$ cat config.mk
export PLATFORM = sky130hd
export DESIGN_NAME = ordered_list_engine_top
export DESIGN_NICKNAME = d
export VERILOG_FILES = /design/src/olist_pkg.sv /design/src/olist_ram.sv /design/src/olist_ctrl.sv /design/src/ordered_list_engine_top.sv
export SDC_FILE = /design/constraint.sdc
export NUM_CORES = 1
export LEC_CHECK = 0
export BUFFER_PORTS_ARGS = -buffer_cell sky130_fd_sc_hd__buf_2
export CAP_MARGIN = 20
export CORE_MARGIN = 2
export CORE_UTILIZATION = 43
export CTS_CLUSTER_SIZE = 30
export DETAILED_ROUTE_END_ITERATION = 10
export HOLD_SLACK_MARGIN = 0.03
export MAX_ROUTING_LAYER = met4
export PLACE_DENSITY_LB_ADDON = 0.05
export SLEW_MARGIN = 20
export SYNTH_ARGS = -nofsm -noshare
export SYNTH_HDL_FRONTEND = slang
export SYNTH_SLANG_ARGS = --single-unit
$ cat constraint.sdc
create_clock -name clk -period 18.7 [get_ports clk]
set_input_delay 0.935 -clock clk [delete_from_list [all_inputs] [get_ports clk]]
set_output_delay 0.935 -clock clk [all_outputs]
set_load 0.01 [all_outputs]
$ cat src/olist_pkg.sv
// olist_pkg: shared types, constants and codes for the ordered list engine
// used by olist_ctrl and ordered_list_engine_top; olist_ram stays generic
package olist_pkg;

  localparam int CAPACITY = 16;
  localparam int AW = (CAPACITY > 1) ? $clog2(CAPACITY) : 1;
  localparam int CW = $clog2(CAPACITY + 1);
  // common width for comparing a 4-bit position against the count
  localparam int PW = (CW > 5) ? CW : 5;

  typedef enum logic [2:0] {
    MODE_APPEND = 3'd0,
    MODE_INSERT = 3'd1,
    MODE_SEARCH = 3'd2,
    MODE_READ   = 3'd3,
    MODE_REMOVE = 3'd4,
    MODE_CLEAR  = 3'd5
  } mode_t;

  localparam logic [1:0] STAT_OK        = 2'd0;
  localparam logic [1:0] STAT_NOT_FOUND = 2'd1;
  localparam logic [1:0] STAT_BAD_POS   = 2'd2;
  localparam logic [1:0] STAT_FULL      = 2'd3;

  typedef enum logic [1:0] {
    S_IDLE,
    S_SCAN,
    S_WRITE,
    S_DONE
  } state_t;

  typedef struct packed {
    logic signed [31:0] id;
    logic signed [31:0] rank;
  } entry_t;

  typedef struct packed {
    logic [1:0]         status;
    logic [3:0]         fpos;
    logic signed [31:0] id;
    logic signed [31:0] rank;
    logic [4:0]         length;
  } result_t;

endpackage

$ cat src/olist_ram.sv
// olist_ram: generic single write port, single registered read port memory
// no dependencies
module olist_ram #(
  parameter int DEPTH = 16,
  parameter int WIDTH = 64
) (
  input  logic                                      clk,
  input  logic                                      we,
  input  logic [((DEPTH > 1) ? $clog2(DEPTH) : 1)-1:0] waddr,
  input  logic [WIDTH-1:0]                          wdata,
  input  logic [((DEPTH > 1) ? $clog2(DEPTH) : 1)-1:0] raddr,
  output logic [WIDTH-1:0]                          rdata
);

  logic [WIDTH-1:0] mem [DEPTH];

  always_ff @(posedge clk) begin
    if (we) begin
      mem[waddr] <= wdata;
    end
    rdata <= mem[raddr];
  end

endmodule

$ cat src/olist_ctrl.sv
// olist_ctrl: sequencer that walks the entry memory one read per cycle for
// shift, search and fetch; depends on olist_pkg
module olist_ctrl import olist_pkg::*; (
  input  logic              clk,
  input  logic              rst,
  input  logic              in_valid,
  output logic              in_ready,
  input  logic [2:0]        mode,
  input  logic signed [31:0] entry_id,
  input  logic signed [31:0] entry_rank,
  input  logic [3:0]        position,
  input  logic              slot_free,
  output logic              res_push,
  output result_t           res,
  output logic              ram_we,
  output logic [AW-1:0]     ram_waddr,
  output entry_t            ram_wdata,
  output logic [AW-1:0]     ram_raddr,
  input  entry_t            ram_rdata
);

  state_t             state, state_next;
  mode_t              req_mode;
  logic signed [31:0] req_id;
  logic signed [31:0] req_rank;
  logic [AW-1:0]      req_pos;
  logic [CW-1:0]      count;
  logic [AW-1:0]      idx;
  logic [CW-1:0]      left;
  logic               rd_vld;
  logic [AW-1:0]      rd_src;
  logic [AW-1:0]      wr_addr;
  logic [1:0]         res_status;
  logic [3:0]         res_fpos;
  logic signed [31:0] res_id;
  logic signed [31:0] res_rank;

  logic is_full;
  logic bad_pos;
  logic hit;
  logic accept;

  assign accept  = in_valid && in_ready;
  assign is_full = (count == CW'(CAPACITY));
  assign bad_pos = (PW'(position) >= PW'(count));
  assign hit     = rd_vld && (req_mode == MODE_SEARCH) && (ram_rdata.id == req_id);

  // next state
  always_comb begin
    state_next = state;
    case (state)
      S_IDLE: begin
        if (in_valid) begin
          case (mode_t'(mode))
            MODE_APPEND: state_next = is_full ? S_DONE : S_WRITE;
            MODE_INSERT: state_next = is_full ? S_DONE : S_SCAN;
            MODE_SEARCH: state_next = S_SCAN;
            MODE_READ,
            MODE_REMOVE: state_next = bad_pos ? S_DONE : S_SCAN;
            default:     state_next = S_DONE;
          endcase
        end
      end
      S_SCAN: begin
        if (hit) begin
          state_next = S_DONE;
        end else if (left == '0) begin
          state_next = (req_mode == MODE_INSERT) ? S_WRITE : S_DONE;
        end
      end
      S_WRITE: state_next = S_DONE;
      S_DONE: begin
        if (slot_free) begin
          state_next = S_IDLE;
        end
      end
      default: state_next = S_IDLE;
    endcase
  end

  // outputs
  always_comb begin
    in_ready  = (state == S_IDLE);
    res_push  = (state == S_DONE) && slot_free;
    ram_raddr = idx;
    ram_we    = 1'b0;
    ram_waddr = wr_addr;
    ram_wdata = ram_rdata;
    case (state)
      S_SCAN: begin
        if (rd_vld) begin
          case (req_mode)
            MODE_INSERT: begin
              ram_we    = 1'b1;
              ram_waddr = rd_src + AW'(1);
            end
            MODE_REMOVE: begin
              // first read is the removed entry itself, later ones close up
              ram_we    = (rd_src != req_pos);
              ram_waddr = rd_src - AW'(1);
            end
            default: ram_we = 1'b0;
          endcase
        end
      end
      S_WRITE: begin
        ram_we         = 1'b1;
        ram_wdata.id   = req_id;
        ram_wdata.rank = req_rank;
      end
      default: ram_we = 1'b0;
    endcase
  end

  assign res.status = res_status;
  assign res.fpos   = res_fpos;
  assign res.id     = res_id;
  assign res.rank   = res_rank;
  assign res.length = 5'(count);

  always_ff @(posedge clk) begin
    if (rst) begin
      state  <= S_IDLE;
      count  <= '0;
      rd_vld <= 1'b0;
    end else begin
      state <= state_next;
      case (state)
        S_IDLE: begin
          rd_vld <= 1'b0;
          if (accept) begin
            req_mode   <= mode_t'(mode);
            req_id     <= entry_id;
            req_rank   <= entry_rank;
            req_pos    <= AW'(position);
            res_status <= STAT_OK;
            res_fpos   <= '0;
            res_id     <= '0;
            res_rank   <= '0;
            case (mode_t'(mode))
              MODE_APPEND: begin
                if (is_full) begin
                  res_status <= STAT_FULL;
                end
                wr_addr <= AW'(count);
              end
              MODE_INSERT: begin
                if (is_full) begin
                  res_status <= STAT_FULL;
                end
                // shift walks downward from the tail
                idx     <= AW'(count - CW'(1));
                left    <= count;
                wr_addr <= '0;
              end
              MODE_SEARCH: begin
                res_status <= STAT_NOT_FOUND;
                idx        <= '0;
                left       <= count;
              end
              MODE_READ: begin
                if (bad_pos) begin
                  res_status <= STAT_BAD_POS;
                end
                idx  <= AW'(position);
                left <= CW'(1);
              end
              MODE_REMOVE: begin
                if (bad_pos) begin
                  res_status <= STAT_BAD_POS;
                end
                idx  <= AW'(position);
                left <= CW'(PW'(count) - PW'(position));
              end
              MODE_CLEAR: count <= '0;
              default: count <= count;
            endcase
          end
        end
        S_SCAN: begin
          if (left != '0) begin
            idx    <= (req_mode == MODE_INSERT) ? idx - AW'(1) : idx + AW'(1);
            left   <= left - CW'(1);
            rd_vld <= 1'b1;
            rd_src <= idx;
          end else begin
            rd_vld <= 1'b0;
          end
          if (rd_vld) begin
            if (hit) begin
              res_status <= STAT_OK;
              res_fpos   <= 4'(rd_src);
            end
            if ((req_mode == MODE_READ || req_mode == MODE_REMOVE) && rd_src == req_pos) begin
              res_id   <= ram_rdata.id;
              res_rank <= ram_rdata.rank;
            end
          end
          if (!hit && left == '0 && req_mode == MODE_REMOVE) begin
            count <= count - CW'(1);
          end
        end
        S_WRITE: count <= count + CW'(1);
        default: rd_vld <= 1'b0;
      endcase
    end
  end

endmodule

$ cat src/ordered_list_engine_top.sv
// ordered_list_engine_top: request intake, result register and entry memory
// depends on olist_pkg, olist_ram and olist_ctrl
//
//  channel   handshake             payload
//  request   in_valid / in_ready   mode, entry_id, entry_rank, position
//  result    out_valid / out_ready status, found_position, out_id, out_rank, list_length
//
// clear, spare modes and refused requests go straight to the result; append writes
// its entry and read fetches one entry first; search, insert and remove walk the entry
// memory one read per cycle, then insert writes; the single read port sets the walk rate
// reset empties the list at once, memory contents are left as they are
// a new request is taken while a finished result waits at the output register
module ordered_list_engine_top import olist_pkg::*; (
  input  logic               clk,
  input  logic               rst,
  input  logic               in_valid,
  output logic               in_ready,
  input  logic [2:0]         mode,
  input  logic signed [31:0] entry_id,
  input  logic signed [31:0] entry_rank,
  input  logic [3:0]         position,
  output logic               out_valid,
  input  logic               out_ready,
  output logic [1:0]         status,
  output logic [3:0]         found_position,
  output logic signed [31:0] out_id,
  output logic signed [31:0] out_rank,
  output logic [4:0]         list_length
);

  logic          slot_free;
  logic          res_push;
  result_t       res;
  result_t       res_q;
  logic          ram_we;
  logic [AW-1:0] ram_waddr;
  entry_t        ram_wdata;
  logic [AW-1:0] ram_raddr;
  entry_t        ram_rdata;

  assign slot_free = !out_valid || out_ready;

  olist_ram #(
    .DEPTH (CAPACITY),
    .WIDTH ($bits(entry_t))
  ) u_ram (
    .clk   (clk),
    .we    (ram_we),
    .waddr (ram_waddr),
    .wdata (ram_wdata),
    .raddr (ram_raddr),
    .rdata (ram_rdata)
  );

  olist_ctrl u_ctrl (
    .clk        (clk),
    .rst        (rst),
    .in_valid   (in_valid),
    .in_ready   (in_ready),
    .mode       (mode),
    .entry_id   (entry_id),
    .entry_rank (entry_rank),
    .position   (position),
    .slot_free  (slot_free),
    .res_push   (res_push),
    .res        (res),
    .ram_we     (ram_we),
    .ram_waddr  (ram_waddr),
    .ram_wdata  (ram_wdata),
    .ram_raddr  (ram_raddr),
    .ram_rdata  (ram_rdata)
  );

  always_ff @(posedge clk) begin
    if (rst) begin
      out_valid <= 1'b0;
    end else if (res_push) begin
      out_valid <= 1'b1;
    end else if (out_ready) begin
      out_valid <= 1'b0;
    end
  end

  always_ff @(posedge clk) begin
    if (res_push) begin
      res_q <= res;
    end
  end

  assign status         = res_q.status;
  assign found_position = res_q.fpos;
  assign out_id         = res_q.id;
  assign out_rank       = res_q.rank;
  assign list_length    = res_q.length;

  // a result is only loaded when the output register is free
  a_push_free: assert property (@(posedge clk) disable iff (rst)
    res_push |-> slot_free)
    else $error("result loaded over a pending result");

  // a full status is only pushed on a full list
  a_full_len: assert property (@(posedge clk) disable iff (rst)
    (res_push && res.status == STAT_FULL) |-> (res.length == 5'(CAPACITY)))
    else $error("full status with list not full");

  // no new request is taken while a result is being produced
  a_no_accept_busy: assert property (@(posedge clk) disable iff (rst)
    res_push |-> !in_ready)
    else $error("request accepted while finishing");

endmodule
Yosys cells after proc, flatten, opt, wreduce, memory -nomap -nowiden
Memory sizes are Yosys's and may differ from the RTL's. A register that Yosys moved wholly into a read port is not among the register bits.
Cells that the tools add are included.

word-level totals
  flip-flop bits (word level) = 242
  RAM bits = 1024
  output and inout port bits = 77
  logic and storage cells = 146
  memories = 1

operators by class
  add/sub/neg operators = 8
  magnitude comparators = 1
  equal/unequal tests = 28
  muxes and demuxes = 55
  bitwise gates (word level) = 1
  reduce and logical (&&, ||, !) cells = 31

memories
  memory     words  bits a word  rd ports  clocked after Yosys merged registers in  wr ports  RTL line         RTL
  u_ram.mem  16     64           1         1                                        1         olist_ram.sv:15  logic [WIDTH-1:0] mem [DEPTH];

operator list
  cell                   number
  $mux W32               5
  $pmux W32 S2           2
  $mux W64               1
  $eq A32 B32 Y1         1
  $mux W4                8
  $pmux W4 S2            4
  $pmux W5 S3            2
  $mux W5                5
  $mux W2                11
  $reduce_and A5 Y1      4
  $pmux W2 S4            2
  $eq A3 B2 Y1 const B   4
  $ne A2 B1 Y1 const B   6
  $pmux W4 S3            1
  $pmux W5 S2            1
  $sub A5 B1 Y5 const B  2
  $eq A3 B3 Y1 const B   3
  $reduce_and A3 Y1      3
  $add A4 B1 Y4 const B  2
  $mux W1                8
  $ne A4 B4 Y1 const B   2
  $reduce_and A4 Y1      2
  $sub A4 B1 Y4 const B  2
  $logic_and A1 B1 Y1    7
  24 further kinds       36

Logic depth before layout (Yosys ltp)
  depth after elaboration = 8
  mapped depth = 9
  mapped depth without buffers = 9

Modules after synthesis
From an unflattened synthesis, not the netlist that was laid out.

second synthesis, totals
  cells, all modules = 2336
  area total of the unflattened synthesis = 49981.7 um2

modules (own cells, without submodules)
  module                   times used  cells an instance  area each (um2)  sequential area each (um2)
  olist_ram                1           1647               39581.7          32030.7
  olist_ctrl               1           610                8101.5           4904.7
  ordered_list_engine_top  1           79                 2298.5           2272.2

Least setup slack after synthesis
No wires, ideal clock.

  kind = input-to-reg
  start = in rst
  end = reg u_ctrl.res_id[0], enable pin
  setup time = 0.507 ns
  arrival = 7.541 ns
  data required time = 18.193 ns
  setup slack = 10.652 ns
  stages = 4
  cell sequence = clkbuf_1 -> nor2_1 -> a21oi_1 -> a21oi_1

between the ends
  word-level cells in the longest chain between the ends = 2

ends and longest elaborated chain
  item                                RTL line                       RTL
  start: declaration                  ordered_list_engine_top.sv:15  input logic rst,
  $not A1 Y1 (no source line)         --
  $reduce_and A5 Y1 (no source line)  --
  end signal: assignment              olist_ctrl.sv:195              res_id <= ram_rdata.id;
  end: declaration                    olist_ctrl.sv:35               logic signed [31:0] res_id;

No other way between the ends.
A chain may end at the register's enable or synchronous reset.

Final worst setup path
  start = reg u_ctrl.req_mode[0]
  end = mem u_ram.mem[6][20], enable pin

between the ends
  word-level cells in the longest chain between the ends = 6

ends and longest elaborated chain
  item                                                 RTL line           RTL
  start: declaration                                   olist_ctrl.sv:23   mode_t req_mode;
  start signal: assignment                             olist_ctrl.sv:132  req_mode <= mode_t'(mode);
  $eq A3 B3 Y1 / $eq A3 B1 Y1 (equally long branches)  olist_ctrl.sv:92   case (req_mode)
  $pmux W1 S2                                          olist_ctrl.sv:92
  $mux W1                                              olist_ctrl.sv:91   if (rd_vld) begin
  $pmux W1 S2                                          olist_ctrl.sv:89   case (state)
  $mux W1                                              olist_ram.sv:18    if (we) begin
  $mux W1 (implied by the code)                        olist_ram.sv:19    mem[waddr] <= wdata;
  end: declaration                                     olist_ram.sv:15

Parallel ways exist; a longest one is shown, timed or not.

==> results.cfg <==
[status]
status = complete, no violations

[global_route]
grt_pass1_wl_um = 165000
grt_max_degree = 102
globalRouteTotalUtil_pct = 19.6
antenna_found_initial = 1
first_global_vias = 23900
grt_overflow_total = 0

[timing]
slew_headroom_pct = 27.7
hold_viol = 0
slew_viol_final = 0
clock_skew_ns = 0.0193
setup_tns_ns = 0
min_period_over_period_pct = 23.4
clock.fmax_mhz = 229
rsz0062_at_grt = no
worstMarginPinSlew_ns = 1.08
fin_crit_ns = 4.37
setup_viol = 0

[detailed_routing]
vias = 22300
drt_iter0_markers = 1992
wirelength_um = 112000
ant_nets = 0
avgRoutedWirePerCell_um = 27.7
vias_per_cell = 5.51
drc_errors = 0
drt-pass1-iter-count = 5

[logic_synthesis]
ys_ff_latch = 1330
synth_seq_area_share_pct = 78.4
synth_nets = 2260
synth_cells = 2166
yosys.area.top_type = edfxtp_1
synth_edf_count = 1257
ys_top_cells_by_count = 1,257 x edfxtp_1, 320 x mux4_2, 73 x dfxtp_1
synth_cell_type_count = 50
netlist_area_sq_um = 50000
synth_most_common_cell = edfxtp_1
yosysWarningCount = 0
yosysTopAreaCellShare_pct = 75.4
netlist_top_cells_area = edfxtp_1 75%, mux4_2 14%, dfxtp_1 2.9%, mux2_2 1.4%, and2_1 0.86%
synth-async-reset-ratio_pct = 0
syn_area_per_cell_sq_um = 23.1
synth_flop_cell = edfxtp_1

[hold_path]
min_from = entry_id[10]
hold_class = input pin to register

[setup_path]
path_buf_inv = 1
required_ns = 19.04
crit_path_max_incr_delay_ns = 0.82
critPathTopFamily = simple AND/OR/NAND/NOR gates
critical_path.startpoint_type = register
reg2reg_from = u_ctrl.req_mode[0]$_DFFE_PP_
worst-path-max-fanout = 42
critPathLaunch = u_ctrl.req_mode[0]$_DFFE_PP_
worst-setup-path-type = register to register
endpoint_kind = register
cp_cell_sequence = nor3b_2, ha_1, a21o_1, a21oi_1, xnor2_1, mux2i_1, nand2b_1, nor2_4, buf_4
critPathArrivalTime_ns = 4.71
slowest_stage = buf_4

[floorplanning]
start_util_pct = 43.2
top_level_ports = 152
die-area_sq_um = 119000
dieHeight_um = 345
core_area_sq_um = 116000
die_x_um = 345
rows = 125

[place]
portBuffers = 151
gp_congestion = 0.781
place_inst = 3783
dp_hpwl_um = 60700

[clock_network]
clkTransAtPathRegs_ns = 0.06
cts-buffers-inserted = 144
cts-root-buf = clkbuf_16
post_cts_buffers = 0
cts_max_level = 4
ctsResizeCount = 0
clk_path_buf_depth = 3
postCtsHoldBufs = 0
clk_latency_ns = 0.73
tritoncts = built
cts.sinks = 1330

[layout]
fin_nets = 2501
drive_above_1_share_pct = 32.2
nFillCells = 9272
finalNonFillerCells = 4050
antenna_cells = 0
syn2layout_area_growth_pct = 14.9

[power]
p_per_area_nw_per_um2 = 146
vdd_ir_drop_max_mv = 0.0902
total_power_mw = 8.41
total_leakage_power_nw = 18.4

[flow_run]
drv_cap = 0
per-stage QoR:
stage	utilization, %	area (sq um)	hold WS, ns	worst slack (ns)
global route	49.7	57500	0.336	14.01
finish	49.7	57500	0.378	14.33
CTS	49.6	57400	0.311	14.19
floorplan	-	50000	0.400	10.65
detailed placement	45.5	52600	0.405	14.19
global placement	45.5	52600	0.401	14.27
layer usage:
layer	track usage (%)	part of all wire [%]	vias to the layer above
li1	-	-	9508
met1	28.0	46	12100
met2	29.7	47	525
met3	3.44	4.7	123
met4	4.87	1.6	0
met5	-	0	-
cell type report:
class                      instances  area (sq um)  area share, %
clock inverter                    55           601           1.05
timing repair buffer             198          1170           2.03
multi-input combinational        717         10400           18.0
tap                             1524          1910           3.32
clock buffer                     210          4160           7.24
inverter                          16          60.1          0.105
sequential                      1330         39200           68.2
where the power goes:
part | switching [mW] | internal [mW] | total, mW | leakage, nW
sequential | 0.119 | 3.95 | 4.07 | 12.0
combinational | 0.971 | 0.542 | 1.51 | 4.06
clock | 1.11 | 1.72 | 2.83 | 2.32
placed cells by master, fill, tap and decap left out, types with 17 or more instances in the layout:
cell type  count
edfxtp_1    1257
mux4_2       320
clkbuf_16    151
buf_2        151
dfxtp_1       73
and2_1        69
mux2_2        64
clkbuf_1      43
buf_4         42
xnor2_1       39
a21oi_1       26
nand2_1       21
clkinv_1      21
nor2_1        20
nor2_4        17
registers in the layout, indices dropped and copies added, names as in the netlist, 3 cells and up:
| signal | count |
|---|---|
| found_position | 4 |
| u_ctrl.left | 5 |
| u_ctrl.ram_raddr | 4 |
| u_ctrl.req_pos | 4 |
| list_length | 5 |
| u_ctrl.rd_src | 4 |
| out_rank | 32 |
| u_ram.mem | 1024 |
| u_ctrl.wr_addr | 4 |
| u_ctrl.req_mode | 3 |
| u_ctrl.res_fpos | 4 |
| u_ctrl.req_id | 32 |
| u_ram.rdata | 64 |
| u_ctrl.count | 5 |
| u_ctrl.res_rank | 32 |
| out_id | 32 |
| u_ctrl.res_id | 32 |
| u_ctrl.req_rank | 32 |
kinds of logic (layout without fill, tap and decap cells):
logic type | Yosys count | after routing | share of synthesized area [%]
and+or+nand+nor | 186 | 186 | 2.10
buffers and inverters | 119 | 479 | 1.29
xor gates and xnor gates | 52 | 52 | 0.910
DFF | 1330 | 1330 | 78.4
muxes | 386 | 386 | 15.9
AOI/OAI and AO/OA | 74 | 74 | 0.923
adders and majority gates | 19 | 19 | 0.520
final timing paths:
check | end | slack [ns] | cells past startpoint
worst max-delay path | u_ram.mem[6][20]$_DFFE_PP_ | 14.33 | 9
worst min-delay path | u_ctrl.req_id[10]$_DFFE_PP_ | 0.38 | 1
worst max register to register | u_ram.mem[6][20]$_DFFE_PP_ | 14.33 | 9
worst min register to register | out_rank[4]$_DFFE_PP_ | 0.42 | 0
Power figures use the tool's default switching activity.
